## src/vem_pkg.sv

```systemverilog
// ---------------------------------------------------------------------------
// Voltage excursion monitor package
// Shared types, codes and saturating arithmetic helpers for the monitor.
// ---------------------------------------------------------------------------
package vem_pkg;

   // Request operation codes. Code 3 is unused and leaves the state alone.
   typedef enum logic [1:0] {
      OP_SAMPLE = 2'd0,
      OP_TICK   = 2'd1,
      OP_CLEAR  = 2'd2
   } vem_op_type;

   localparam int unsigned LIMIT_W = 16;
   localparam int unsigned STAT_W  = 32;
   localparam int unsigned ADDR_W  = 3;
   localparam int unsigned DATA_W  = 32;

   // Register indexes, taken from paddr[2].
   localparam logic REG_UPPER = 1'b0;
   localparam logic REG_LOWER = 1'b1;

   localparam logic [STAT_W-1:0] STAT_MAX = {STAT_W{1'b1}};

   // Threshold settings.
   typedef struct packed {
      logic [LIMIT_W-1:0] upper;
      logic [LIMIT_W-1:0] lower;
   } vem_cfg_type;

   // Bookkeeping of one side (over or under).
   typedef struct packed {
      logic              open;
      logic [STAT_W-1:0] run;
      logic [STAT_W-1:0] count;
      logic [STAT_W-1:0] sum;
      logic [STAT_W-1:0] max;
   } vem_side_type;

   typedef struct packed {
      vem_side_type over;
      vem_side_type under;
   } vem_state_type;

   // One result item.
   typedef struct packed {
      logic [STAT_W-1:0] over_events;
      logic [STAT_W-1:0] under_events;
      logic [STAT_W-1:0] over_total_ms;
      logic [STAT_W-1:0] under_total_ms;
      logic [STAT_W-1:0] over_longest_ms;
      logic [STAT_W-1:0] under_longest_ms;
   } vem_result_type;

   // Increment that stops at the all-ones value.
   function automatic logic [STAT_W-1:0] sat_inc(input logic [STAT_W-1:0] a);
      return (a == STAT_MAX) ? a : a + {{(STAT_W-1){1'b0}}, 1'b1};
   endfunction

   // Addition that stops at the all-ones value.
   function automatic logic [STAT_W-1:0] sat_add(input logic [STAT_W-1:0] a,
                                                 input logic [STAT_W-1:0] b);
      logic [STAT_W:0] s;
      s = {1'b0, a} + {1'b0, b};
      return s[STAT_W] ? STAT_MAX : s[STAT_W-1:0];
   endfunction

   // A sample beyond the limit opens an excursion; otherwise any open one closes.
   function automatic vem_side_type side_sample(input vem_side_type cur,
                                                input logic beyond);
      vem_side_type    nxt;
      logic [STAT_W-1:0] len;
      nxt = cur;
      len = cur.open ? cur.run : '0;
      if (beyond) begin
         if (!cur.open) begin
            nxt.open  = 1'b1;
            nxt.run   = '0;
            nxt.count = sat_inc(cur.count);
         end
      end else begin
         nxt.open = 1'b0;
         nxt.run  = '0;
         nxt.sum  = sat_add(cur.sum, len);
         if (len > cur.max) begin
            nxt.max = len;
         end
      end
      return nxt;
   endfunction

   // A tick lengthens an open excursion.
   function automatic vem_side_type side_tick(input vem_side_type cur);
      vem_side_type nxt;
      nxt = cur;
      if (cur.open) begin
         nxt.run = sat_inc(cur.run);
      end
      return nxt;
   endfunction

endpackage

```

## src/vem_if.sv

```systemverilog
// ---------------------------------------------------------------------------
// Voltage excursion monitor channels
// Valid/ready channels for requests and results.
// ---------------------------------------------------------------------------

// Request channel: operation code and voltage sample.
interface vem_req_if;
   logic                           valid;
   logic                           ready;
   logic [1:0]                     op;
   logic [vem_pkg::LIMIT_W-1:0]    voltage;

   modport source (output valid, output op, output voltage, input ready);
   modport sink (input valid, input op, input voltage, output ready);
endinterface

// Result channel: counts, totals and maxima of both sides.
interface vem_rsp_if;
   logic                          valid;
   logic                          ready;
   logic [vem_pkg::STAT_W-1:0]    over_events;
   logic [vem_pkg::STAT_W-1:0]    under_events;
   logic [vem_pkg::STAT_W-1:0]    over_total_ms;
   logic [vem_pkg::STAT_W-1:0]    under_total_ms;
   logic [vem_pkg::STAT_W-1:0]    over_longest_ms;
   logic [vem_pkg::STAT_W-1:0]    under_longest_ms;

   modport source (output valid, output over_events, output under_events,
                   output over_total_ms, output under_total_ms,
                   output over_longest_ms, output under_longest_ms, input ready);
   modport sink (input valid, input over_events, input under_events,
                 input over_total_ms, input under_total_ms,
                 input over_longest_ms, input under_longest_ms, output ready);
endinterface

```

## src/voltage_excursion_monitor_top.sv

```systemverilog
// ---------------------------------------------------------------------------
// Voltage excursion monitor
// Counts and times over- and under-voltage excursions of a sample stream.
// ---------------------------------------------------------------------------
// Usage:
//   Requests arrive on req_chan: op selects a voltage sample, a one
//   millisecond tick or a clear of all statistics. Every request yields
//   exactly one result on rsp_chan with both event counts, both totals and
//   both maxima, each saturating at 32 bits and including an open run.
//   Thresholds are set over the APB-style port (upper at 0, lower at 4);
//   a threshold of zero disables its side. Write them only while idle.
//   A taken request is held in the input register, is applied to the state
//   in the update stage and then loads the output register with its result.
//   Throughput: one request per cycle while rsp_chan.ready is high, set by
//   the single state update per request and the single output register.
//   Reset clears thresholds, statistics and all valid flags.
//   When the receiver stalls, the input register and the update stage
//   still fill, so up to three requests are held before req_chan.ready
//   drops.
// ---------------------------------------------------------------------------
module voltage_excursion_monitor_top (
   input  logic                          clock,
   input  logic                          reset,
   vem_req_if.sink                       req_chan,
   vem_rsp_if.source                     rsp_chan,
   input  logic                          psel,
   input  logic                          penable,
   input  logic                          pwrite,
   input  logic [vem_pkg::ADDR_W-1:0]    paddr,
   input  logic [vem_pkg::DATA_W-1:0]    pwdata,
   output logic [vem_pkg::DATA_W-1:0]    prdata,
   output logic                          pready
);

   vem_pkg::vem_cfg_type        cfg;
   vem_pkg::vem_state_type      state;
   logic                        in_valid_ff, in_valid_in;
   logic [1:0]                  in_op_ff;
   logic [vem_pkg::LIMIT_W-1:0] in_voltage_ff;
   logic                        upd_valid_ff, upd_valid_in;
   logic                        out_free;
   logic                        upd_move;
   logic                        upd_free;
   logic                        in_move;
   logic                        in_free;
   logic                        req_take;

   vem_csr u_csr (
      .clock   (clock),
      .reset   (reset),
      .psel    (psel),
      .penable (penable),
      .pwrite  (pwrite),
      .paddr   (paddr),
      .pwdata  (pwdata),
      .prdata  (prdata),
      .pready  (pready),
      .cfg     (cfg)
   );

   // Pipeline flow: each stage moves when the one after it has room.
   assign upd_move = upd_valid_ff && out_free;
   assign upd_free = !upd_valid_ff || upd_move;
   assign in_move  = in_valid_ff && upd_free;
   assign in_free  = !in_valid_ff || in_move;
   assign req_take = req_chan.valid && in_free;

   assign req_chan.ready = in_free;

   always_comb begin
      in_valid_in = in_valid_ff;
      if (req_take) begin
         in_valid_in = 1'b1;
      end else if (in_move) begin
         in_valid_in = 1'b0;
      end
   end

   always_comb begin
      upd_valid_in = upd_valid_ff;
      if (in_move) begin
         upd_valid_in = 1'b1;
      end else if (upd_move) begin
         upd_valid_in = 1'b0;
      end
   end

   always_ff @(posedge clock) begin
      if (reset) begin
         in_valid_ff  <= 1'b0;
         upd_valid_ff <= 1'b0;
      end else begin
         in_valid_ff  <= in_valid_in;
         upd_valid_ff <= upd_valid_in;
      end
   end

   // Input register.
   always_ff @(posedge clock) begin
      if (req_take) begin
         in_op_ff      <= req_chan.op;
         in_voltage_ff <= req_chan.voltage;
      end
   end

   vem_state u_state (
      .clock   (clock),
      .reset   (reset),
      .update  (in_move),
      .op      (in_op_ff),
      .voltage (in_voltage_ff),
      .cfg     (cfg),
      .state   (state)
   );

   vem_result u_result (
      .clock    (clock),
      .reset    (reset),
      .load     (upd_move),
      .state    (state),
      .out_free (out_free),
      .rsp      (rsp_chan)
   );

   // The state changes only when a request enters the update stage.
   a_state_hold: assert property (@(posedge clock) disable iff (reset)
      !in_move |=> $stable(state))
      else $error("state changed without a request");

   // A stalled update stage keeps its request.
   a_upd_hold: assert property (@(posedge clock) disable iff (reset)
      upd_valid_ff && !out_free |=> upd_valid_ff)
      else $error("update stage dropped a stalled request");

   // A load always presents a result.
   a_load_valid: assert property (@(posedge clock) disable iff (reset)
      upd_move |=> rsp_chan.valid)
      else $error("loaded result not presented");

   // A closed side carries no run length.
   a_over_run: assert property (@(posedge clock) disable iff (reset)
      !state.over.open |-> state.over.run == '0)
      else $error("over run nonzero while closed");

   a_under_run: assert property (@(posedge clock) disable iff (reset)
      !state.under.open |-> state.under.run == '0)
      else $error("under run nonzero while closed");

endmodule

```

## src/vem_csr.sv

```systemverilog
// ---------------------------------------------------------------------------
// Voltage excursion monitor register file
// APB-style access to the upper and lower thresholds.
// ---------------------------------------------------------------------------
module vem_csr (
   input  logic                          clock,
   input  logic                          reset,
   input  logic                          psel,
   input  logic                          penable,
   input  logic                          pwrite,
   input  logic [vem_pkg::ADDR_W-1:0]    paddr,
   input  logic [vem_pkg::DATA_W-1:0]    pwdata,
   output logic [vem_pkg::DATA_W-1:0]    prdata,
   output logic                          pready,
   output vem_pkg::vem_cfg_type          cfg
);

   logic                         write_en;
   logic [vem_pkg::LIMIT_W-1:0]  upper_ff, upper_in;
   logic [vem_pkg::LIMIT_W-1:0]  lower_ff, lower_in;

   assign pready   = 1'b1;
   assign write_en = psel && penable && pwrite;

   // Next threshold values on a write access.
   always_comb begin
      upper_in = upper_ff;
      lower_in = lower_ff;
      if (write_en) begin
         case (paddr[2])
            vem_pkg::REG_UPPER: upper_in = pwdata[vem_pkg::LIMIT_W-1:0];
            vem_pkg::REG_LOWER: lower_in = pwdata[vem_pkg::LIMIT_W-1:0];
            default: ;
         endcase
      end
   end

   always_ff @(posedge clock) begin
      if (reset) begin
         upper_ff <= '0;
         lower_ff <= '0;
      end else begin
         upper_ff <= upper_in;
         lower_ff <= lower_in;
      end
   end

   // Read data.
   always_comb begin
      case (paddr[2])
         vem_pkg::REG_UPPER: prdata = {{(vem_pkg::DATA_W-vem_pkg::LIMIT_W){1'b0}}, upper_ff};
         vem_pkg::REG_LOWER: prdata = {{(vem_pkg::DATA_W-vem_pkg::LIMIT_W){1'b0}}, lower_ff};
         default:            prdata = '0;
      endcase
   end

   assign cfg.upper = upper_ff;
   assign cfg.lower = lower_ff;

endmodule

```

## src/vem_state.sv

```systemverilog
// ---------------------------------------------------------------------------
// Voltage excursion monitor state
// Excursion bookkeeping of both sides, updated once per request.
// ---------------------------------------------------------------------------
module vem_state (
   input  logic                          clock,
   input  logic                          reset,
   input  logic                          update,
   input  logic [1:0]                    op,
   input  logic [vem_pkg::LIMIT_W-1:0]   voltage,
   input  vem_pkg::vem_cfg_type          cfg,
   output vem_pkg::vem_state_type        state
);

   vem_pkg::vem_state_type state_ff, state_in;
   logic                   upper_on;
   logic                   lower_on;

   assign upper_on = (cfg.upper != '0);
   assign lower_on = (cfg.lower != '0);

   // Apply one request to the state.
   always_comb begin
      state_in = state_ff;
      if (update) begin
         case (op)
            vem_pkg::OP_SAMPLE: begin
               if (upper_on) begin
                  state_in.over = vem_pkg::side_sample(state_ff.over, voltage > cfg.upper);
               end
               if (lower_on) begin
                  state_in.under = vem_pkg::side_sample(state_ff.under, voltage < cfg.lower);
               end
            end
            vem_pkg::OP_TICK: begin
               state_in.over  = vem_pkg::side_tick(state_ff.over);
               state_in.under = vem_pkg::side_tick(state_ff.under);
            end
            vem_pkg::OP_CLEAR: state_in = '0;
            default: ;
         endcase
      end
   end

   always_ff @(posedge clock) begin
      if (reset) begin
         state_ff <= '0;
      end else begin
         state_ff <= state_in;
      end
   end

   assign state = state_ff;

endmodule

```

## src/vem_result.sv

```systemverilog
// ---------------------------------------------------------------------------
// Voltage excursion monitor result stage
// Forms totals and maxima including open runs into the output register.
// ---------------------------------------------------------------------------
module vem_result (
   input  logic                     clock,
   input  logic                     reset,
   input  logic                     load,
   input  vem_pkg::vem_state_type   state,
   output logic                     out_free,
   vem_rsp_if.source                rsp
);

   logic                       valid_ff, valid_in;
   vem_pkg::vem_result_type    result_ff, result_in;
   logic [vem_pkg::STAT_W-1:0] orun;
   logic [vem_pkg::STAT_W-1:0] urun;

   assign out_free = !valid_ff || rsp.ready;

   // Result values from the state after the request.
   always_comb begin
      orun = state.over.open  ? state.over.run  : '0;
      urun = state.under.open ? state.under.run : '0;
      result_in.over_events      = state.over.count;
      result_in.under_events     = state.under.count;
      result_in.over_total_ms    = vem_pkg::sat_add(state.over.sum, orun);
      result_in.under_total_ms   = vem_pkg::sat_add(state.under.sum, urun);
      result_in.over_longest_ms  = (orun > state.over.max)  ? orun : state.over.max;
      result_in.under_longest_ms = (urun > state.under.max) ? urun : state.under.max;
   end

   // Output valid: set by a load, cleared when taken.
   always_comb begin
      valid_in = valid_ff;
      if (load) begin
         valid_in = 1'b1;
      end else if (rsp.ready) begin
         valid_in = 1'b0;
      end
   end

   always_ff @(posedge clock) begin
      if (reset) begin
         valid_ff <= 1'b0;
      end else begin
         valid_ff <= valid_in;
      end
   end

   always_ff @(posedge clock) begin
      if (load) begin
         result_ff <= result_in;
      end
   end

   assign rsp.valid            = valid_ff;
   assign rsp.over_events      = result_ff.over_events;
   assign rsp.under_events     = result_ff.under_events;
   assign rsp.over_total_ms    = result_ff.over_total_ms;
   assign rsp.under_total_ms   = result_ff.under_total_ms;
   assign rsp.over_longest_ms  = result_ff.over_longest_ms;
   assign rsp.under_longest_ms = result_ff.under_longest_ms;

endmodule
```

## src/flat_wrapper.sv

```systemverilog
// flat-port wrapper written by rule: the top's interface ports become plain ports
module voltage_excursion_monitor_top_flat 
  (clock, reset, psel, penable, pwrite, paddr, pwdata, prdata, pready, req_chan_valid, req_chan_op, req_chan_voltage, req_chan_ready, rsp_chan_valid, rsp_chan_over_events, rsp_chan_under_events, rsp_chan_over_total_ms, rsp_chan_under_total_ms, rsp_chan_over_longest_ms, rsp_chan_under_longest_ms, rsp_chan_ready);
  vem_req_if req_chan_i ();
  vem_rsp_if rsp_chan_i ();
  input  logic clock;
  input  logic reset;
  input  logic psel;
  input  logic penable;
  input  logic pwrite;
  input  logic [vem_pkg::ADDR_W-1:0] paddr;
  input  logic [vem_pkg::DATA_W-1:0] pwdata;
  output logic [vem_pkg::DATA_W-1:0] prdata;
  output logic pready;
  input wire logic [$bits(req_chan_i.valid)-1:0] req_chan_valid;
  input wire logic [$bits(req_chan_i.op)-1:0] req_chan_op;
  input wire logic [$bits(req_chan_i.voltage)-1:0] req_chan_voltage;
  output wire logic [$bits(req_chan_i.ready)-1:0] req_chan_ready;
  output wire logic [$bits(rsp_chan_i.valid)-1:0] rsp_chan_valid;
  output wire logic [$bits(rsp_chan_i.over_events)-1:0] rsp_chan_over_events;
  output wire logic [$bits(rsp_chan_i.under_events)-1:0] rsp_chan_under_events;
  output wire logic [$bits(rsp_chan_i.over_total_ms)-1:0] rsp_chan_over_total_ms;
  output wire logic [$bits(rsp_chan_i.under_total_ms)-1:0] rsp_chan_under_total_ms;
  output wire logic [$bits(rsp_chan_i.over_longest_ms)-1:0] rsp_chan_over_longest_ms;
  output wire logic [$bits(rsp_chan_i.under_longest_ms)-1:0] rsp_chan_under_longest_ms;
  input wire logic [$bits(rsp_chan_i.ready)-1:0] rsp_chan_ready;
  assign req_chan_i.valid = req_chan_valid;
  assign req_chan_i.op = req_chan_op;
  assign req_chan_i.voltage = req_chan_voltage;
  assign req_chan_ready = req_chan_i.ready;
  assign rsp_chan_valid = rsp_chan_i.valid;
  assign rsp_chan_over_events = rsp_chan_i.over_events;
  assign rsp_chan_under_events = rsp_chan_i.under_events;
  assign rsp_chan_over_total_ms = rsp_chan_i.over_total_ms;
  assign rsp_chan_under_total_ms = rsp_chan_i.under_total_ms;
  assign rsp_chan_over_longest_ms = rsp_chan_i.over_longest_ms;
  assign rsp_chan_under_longest_ms = rsp_chan_i.under_longest_ms;
  assign rsp_chan_i.ready = rsp_chan_ready;
  voltage_excursion_monitor_top u_core (.clock(clock), .reset(reset), .req_chan(req_chan_i), .rsp_chan(rsp_chan_i), .psel(psel), .penable(penable), .pwrite(pwrite), .paddr(paddr), .pwdata(pwdata), .prdata(prdata), .pready(pready));
endmodule
```

## config.mk

```make
export PLATFORM = sky130hd
export DESIGN_NAME = voltage_excursion_monitor_top_flat
export DESIGN_NICKNAME = d
export VERILOG_FILES = /design/src/vem_pkg.sv /design/src/vem_if.sv /design/src/voltage_excursion_monitor_top.sv /design/src/vem_csr.sv /design/src/vem_state.sv /design/src/vem_result.sv /design/src/flat_wrapper.sv
export SDC_FILE = /design/constraint.sdc
export NUM_CORES = 1
export LEC_CHECK = 0
export BUFFER_PORTS_ARGS = -buffer_cell sky130_fd_sc_hd__buf_2
export CAP_MARGIN = 20
export CORE_ASPECT_RATIO = 1.1
export CORE_MARGIN = 10
export CORE_UTILIZATION = 30
export CTS_CLUSTER_DIAMETER = 60
export DETAILED_ROUTE_END_ITERATION = 7
export GPL_TIMING_DRIVEN = 1
export PLACE_DENSITY = 0.53
export SLEW_MARGIN = 20
export SYNTH_ARGS = -nofsm -noshare
export SYNTH_HDL_FRONTEND = slang
export SYNTH_SLANG_ARGS = --single-unit
```

## constraint.sdc

```tcl
create_clock -name clock -period 9.8 [get_ports clock]
set_input_delay 0.98 -clock clock [delete_from_list [all_inputs] [get_ports clock]]
set_output_delay 0.98 -clock clock [all_outputs]
set_load 0.03 [all_outputs]
```

==> results of run 1 <==
## where the power goes
group / internal, uW / switching, uW / total [uW]
logic: 60.0 / 193 / 253
clock network: 1450 / 1020 / 2460
registers: 2210 / 18.8 / 2230
## cell usage after synthesis (all sizes together) (31+ instances only)
| cell type | number | area (um2) |
|---|---|---|
| dfxtp | 293 | 5870 |
| nand2 | 283 | 1060 |
| edfxtp | 210 | 6310 |
| nor2 | 192 | 721 |
| o21ai | 179 | 900 |
| a21oi | 175 | 887 |
| inv | 135 | 507 |
| ha | 129 | 1610 |
| clkbuf | 123 | 462 |
| a22o | 110 | 963 |
| xnor2 | 104 | 911 |
| and2 | 79 | 494 |
| buf | 79 | 489 |
| xor2 | 75 | 657 |
| nand3 | 74 | 370 |
| a21o | 67 | 503 |
| nand4 | 49 | 307 |
| and3 | 47 | 304 |
| nand2b | 33 | 206 |
| nor3 | 31 | 155 |
## worst register-to-register path, stage by stage (launching register included)
cell     delay [ps]
dfxtp_2         340
buf_4           590
and2_1          440
ha_1            200
nand3_1         100
nor2_1          110
nand2_1          90
nor3_1          360
nand4_1         230
or4_1           620
o31ai_4         220
buf_4           460
a21oi_1         180
nor2_4          720
a22o_1          300
## worst min path at each step
stage,slack [ps],depth (start not counted),from,to
global placement,450,1,u_core.u_state.state[139]$_SDFFE_PP0P_,u_core.u_state.state[139]$_SDFFE_PP0P_
CTS,470,1,u_core.u_state.state[139]$_SDFFE_PP0P_,u_core.u_state.state[139]$_SDFFE_PP0P_
detailed placement,460,1,u_core.u_state.state[141]$_SDFFE_PP0P_,u_core.u_state.state[141]$_SDFFE_PP0P_
finish,470,0,u_core.u_state.state[211]$_SDFFE_PP0P_,u_core.u_result.rsp.over_events[18]$_DFFE_PP_
floorplan,440,1,u_core.u_state.state[139]$_SDFFE_PP0P_,u_core.u_state.state[139]$_SDFFE_PP0P_
global route,480,1,u_core.u_state.state[147]$_SDFFE_PP0P_,u_core.u_state.state[147]$_SDFFE_PP0P_
## flip-flops by register name, indices dropped and copies added, names as in the netlist, 2 cells and up
name and cells:
u_core.u_state.state 258, u_core.u_result.rsp.under_events 32, u_core.u_result.rsp.over_events 32, u_core.u_result.rsp.under_total_ms 32
u_core.in_op_ff 2, u_core.u_result.rsp.under_longest_ms 32, u_core.u_result.rsp.over_total_ms 32, u_core.u_csr.lower_ff 16
u_core.u_result.rsp.over_longest_ms 32, u_core.u_csr.upper_ff 16, u_core.in_voltage_ff 16
## placed cells by master, fill, tap and decap left out, drive strengths merged, types with 104 or more instances in the layout
| cell | instances |
|---|---|
| a21oi | 175 |
| a22o | 110 |
| buf | 276 |
| dfxtp | 293 |
| edfxtp | 210 |
| ha | 129 |
| inv | 144 |
| nand2 | 283 |
| nor2 | 192 |
| o21ai | 179 |
| xnor2 | 104 |
## routing by layer
| metal | up-vias | GRT usage |
|---|---|---|
| met1 | 9888 | 0.190 |
| met5 | - | 0 |
| met2 | 440 | 0.244 |
| met3 | 112 | 0.0289 |
| li1 | 10500 | - |
| met4 | 6 | 0.0447 |
## stage by stage
stage          utilization  hold slack, ps  std cells  worst slack, ps  cell area [um2]
3_3_place_gp         0.327             450       4081             4750            28800
5_1_grt              0.352             485       4205             4420            31000
4_1_cts              0.352             471       4204             4710            31000
6_report             0.352             473       4205             4790            31000
2_1_floorplan            -             442       2847             3310            26800
3_5_place_dp         0.327             456       4081             4780            28800
## cells by family after synthesis
family	after synthesis
other	2
AND/OR/NAND/NOR	919
XOR/XNOR	179
adder cells (fa/ha/maj)	138
multiplexers	34
buffers and inverters	337
AO/OA/AOI/OAI	720
flip-flops	503
## final cells by class
cell class | count | area (um2)
Antenna cell | 1 | 2.50
Clock buffer | 79 | 1800
Clock inverter | 44 | 419
Fill cell | 8996 | 57100
Inverter | 135 | 507
Multi-Input combinational cell | 2007 | 13200
Sequential cell | 503 | 12200
Tap cell | 1160 | 1450
Timing Repair Buffer | 276 | 1450
==> qor.csv, run 1 <==
metric,value,unit
start_util,0.303,
path_common_cell,buf_4,
final_antenna_net_count,0,
synthAdderAreaFrac,0.0638,
post-route-drc-count,0,
ios,287,
place.gp.congestion,0.839,
cts_tree,yes,
relSlewSlack,0.311,
cp-start-kind,flop,
rrSetupSlack,4790,ps
netlist_area,26700,um2
netlist_instances,2832,
port_buffers,251,
top_layer,met5,
reg2reg_to,u_core.u_state.state[25]$_SDFFE_PP0P_,
routed-via-count,20900,
synth.distinct_cells,101,
cp_max_fo,80,
antenna_found_initial,5,
grt_overflow_total,0,
min_period,5010,ps
maxCapViolations,0,
synth_flop_cell,dfxtp_1,
hold_violations,0,
htreeDepth,3,
drtIter0Drc,1092,
holdBufCountCts,0,
slowest_stage,nor2_4,
grt_pass1_vias,20400,
synth.area.mux_share,0.0141,
cts_root_buf,clkbuf_16,
dr_wl_met3,3620,um
fp.dieH,333,um
worstSetupPathType,reg -> reg,
powerDensity,159,nW/um2
cts_resized,0,
syn2layout_area_growth,16.1,%
cp.required,10350,ps
rsz0062_at_grt,false,
wirelength_met1,35500,um
finalCritPeriodShare,0.511,
hold_class,reg -> reg,
vias_per_cell,4.98,
cts_sinks,503,
arrival,5560,ps
ff2ff_path_depth,14,
fin_nets,3179,
avgSynthCellArea,9.44,um2
cp_num_cells,14,
core,88100,um2
critPathCaptureType,flop,
slew_viol_final,0,
routedWlPerCell,18.3,um
clkLatencyLatePin,620,ps
drt-total-wl,77000,um
die_area,102000,um2
ys_warn_count,0,
wl_met2,36100,um
outcome,finished clean,
synth_compound_area_frac,0.182,
yosys.area_share.simple,0.172,
ys_async_sr_fraction,0,
synth_seq_cells,503,
cts_made_buffers,67,
drive_above_1_share,0.154,
ir_drop,0.0920,mV
critPathBufInv,2,
grt_pass1_wl,121000,um
postCtsSetupRepairBufs,0,
clockBufferDepth,3,
crit-reg2reg-launch,u_core.u_state.state[128]$_SDFFE_PP0P_,
synth-edff-count,210,
tns,0,ps
worstMarginPinSlew,1030,ps
clk_pin_slew_worst_paths,60,ps
post-dp-hpwl,55300,um
critPathLaunch,u_core.u_state.state[128]$_SDFFE_PP0P_,
synth_top_family_by_area,compound AO/OA/AOI/OAI gates,
synth_xor_area_frac,0.0586,
clock.fmax,200,MHz
path_delay_family,simple AND/OR/NAND/NOR gates,
p_leak,0.0117,uW
crit_chain,"buf_4, and2_1, ha_1, nand3_1, nor2_1, nand2_1, nor3_1, nand4_1, or4_1, o31ai_4, buf_4, a21oi_1, nor2_4, a22o_1",
endpoint,u_core.u_state.state[25]$_SDFFE_PP0P_,
rows,114,
seq_area_frac_synth,0.455,
grt_max_degree,81,
die_w,305,um
finalPower,4950,uW
setup_viol_count_final,0,
critical-path-max-stage-delay,720,ps
dr.pass1.iters,5,
grt_usage,0.147,
clock_skew,21.4,ps
Note: power is estimated with default switching activity, not from simulation.
==> run 2: changes to the inputs <==
- PLACE_DENSITY: 0.53 -> 0.51
- clock period: 9.8 -> 5.1 ns (I/O delays scaled with it)
==> qor.csv, run 2 (synthesis results as in run 1) <==
metric,value,unit,change
dr.pass1.iters,5,,unchanged
hold_violations,0,,unchanged
final_antenna_net_count,0,,unchanged
drt-total-wl,77900,um,+1.1%
syn2layout_area_growth,16.7,%,
min_period,4160,ps,-852 ps
worstHoldStart,req_chan_voltage[3],,
hold_class,in -> reg,,
n_fill_cell,9063,,+0.74%
cts_made_buffers,67,,unchanged
post-route-drc-count,0,,unchanged
clk_pin_slew_worst_paths,60,ps,about the same
antenna_found_initial,6,,+1
relSlewSlack,0.280,,-0.0312
htreeDepth,3,,unchanged
routedWlPerCell,18.4,um,+0.67%
fp.dieH,333,um,unchanged
slowest_stage,dfxtp_2,,
post-dp-hpwl,56500,um,+2.1%
worstSetupPathType,reg -> reg,,
ios,287,,unchanged
cts_sinks,503,,unchanged
swShare,0.248,,about the same
start_util,0.303,,unchanged
clock_power_share,0.498,,about the same
worstMarginPinSlew,1080,ps,+46.8 ps
postCtsSetupRepairBufs,0,,unchanged
grt_usage,0.147,,+0.000644
tns,0,ps,unchanged
die_w,305,um,unchanged
powerDensity,306,nW/um2,+92%
routed-via-count,21100,,+0.57%
final_cells,4223,,+0.43%
critPathLaunch,u_core.u_state.state[128]$_SDFFE_PP0P_,,
finalWorstSetupSlack,942,ps,-3850 ps
finalCritPeriodShare,0.815,,+0.304
cts_root_buf,clkbuf_16,,
grt_pass1_vias,20400,,-0.28%
core,88100,um2,unchanged
drive_above_1_share,0.159,,+0.00437
path_common_cell,a21oi_2,,
layout_commonest_cell,dfxtp_1,,
cp-start-kind,flop,,
crit-reg2reg-launch,u_core.u_state.state[128]$_SDFFE_PP0P_,,
crit_chain,"and2_0, xor2_1, ha_1, a21o_1, a221oi_1, or4_4, a21oi_2, o211ai_2, a211oi_4, a211o_2, a21oi_2, buf_4, a211o_1, a21oi_1",,
stdcell_area,31200,um2,+0.50%
outcome,finished clean,,
critical-path-max-stage-delay,560,ps,-160 ps
slew_viol_final,0,,unchanged
placedCellCount,4098,,+0.42%
rsz0062_at_grt,false,,
p_sw,2370,uW,+93%
seqPwrFrac,0.450,,about the same
clock.fmax,240,MHz,+20%
finalPower,9540,uW,+93%
maxCapViolations,0,,unchanged
power.internal,7170,uW,+93%
cts_resized,0,,unchanged
ir_drop,0.211,mV,+130%
clkLatencyLatePin,630,ps,about the same
clock_skew,29.5,ps,+8.16 ps
dpl_cell_area,29000,um2,+0.51%
clockBufferDepth,3,,unchanged
register_area,12200,um2,unchanged
mostFrequentLayoutCells,"291 x dfxtp_1, 282 x nand2_1, 250 x buf_2, 210 x edfxtp_1, 188 x nor2_1",,
port_buffers,251,,unchanged
place.gp.congestion,0.825,,-1.7%
cp.required,5640,ps,-4710 ps
p_leak,0.0118,uW,+0.74%
largest_reg_flops,258,,unchanged
grt_pass1_wl,121000,um,-0.12%
critPathBufInv,1,,-1
holdBufCountCts,0,,unchanged
path_delay_family,compound AO/OA/AOI/OAI gates,,
comb_power_share,0.052,,about the same
setup_viol_count_final,0,,unchanged
grt_overflow_total,0,,unchanged
multiInputGateArea,13200,um2,about the same
vias_per_cell,4.99,,+0.14%
cp_max_fo,34,,-57%
die_area,102000,um2,unchanged
cts_tree,yes,,
fin_nets,3196,,+0.53%
drtIter0Drc,1336,,+22%
preCtsSetupSlack,950,ps,-3830 ps
grt_max_degree,115,,+42%
critPathCaptureType,flop,,
arrival,4700,ps,-860 ps
rows,114,,unchanged
==> run 2: cell types whose count changed in the layout (fill, tap and decap cells not counted), moves of 2 or more <==
cell      before  now
clkinv_2      11    9
buf_4         26   41
inv_6          5    8
clkbuf_1       6    8
clkbuf_8       4    7
buf_12         0    2
clkinv_1       6    3
==> run 2: worst paths after layout <==
kind	end	slack [ps]	cells past startpoint
setup / recovery	u_core.u_state.state[46]$_SDFFE_PP0P_	940	14
hold / removal	u_core.in_voltage_ff[3]$_DFFE_PP_	70	1
setup reg to reg	u_core.u_state.state[46]$_SDFFE_PP0P_	940	14
hold reg to reg	u_core.u_state.state[139]$_SDFFE_PP0P_	470	1
==> run 2: power groups by stage <==
stage               sequential, uW  clock, uW  combinational (uW)
floorplan                     4480          0                 220
global placement              4380          0                 504
detailed placement            4380          0                 505
global route                  4300       5080                 540
CTS                           4300       4920                 507
finish                        4290       4760                 493
==> run 2: metrics by stage <==
stage | hold slack, ps | utilization
finish | 65.9 | 0.354
global route | 39.9 | 0.354
CTS | 24.5 | 0.354
detailed placement | 455 | 0.329
global placement | 450 | 0.329
floorplan | 442 | -
==> run 2: final cells by class <==
cell class,count,share of cell area
Multi-Input combinational cell,2007,0.424
Sequential cell,503,0.390
Clock buffer,83,0.0586
Timing Repair Buffer,293,0.0513
Tap cell,1160,0.0465
Inverter,135,0.0162
Clock inverter,40,0.0130
Antenna cell,2,0.000160
==> run 2: metal layers <==
layer  global-route usage  share of wire
met1                0.192           0.46
met3               0.0284          0.045
met2                0.243           0.47
met4               0.0460          0.024
met5                    0        0.00045
==> run 2: worst register-to-register path: cells and delay by family, from the launching register on <==
kind	cells	cell delay (ps)
flip-flops	1	560
AND/OR/NAND/NOR	2	1010
adder cells (fa/ha/maj)	1	230
buffers and inverters	1	240
AO/OA/AOI/OAI	9	1850
XOR/XNOR	1	200
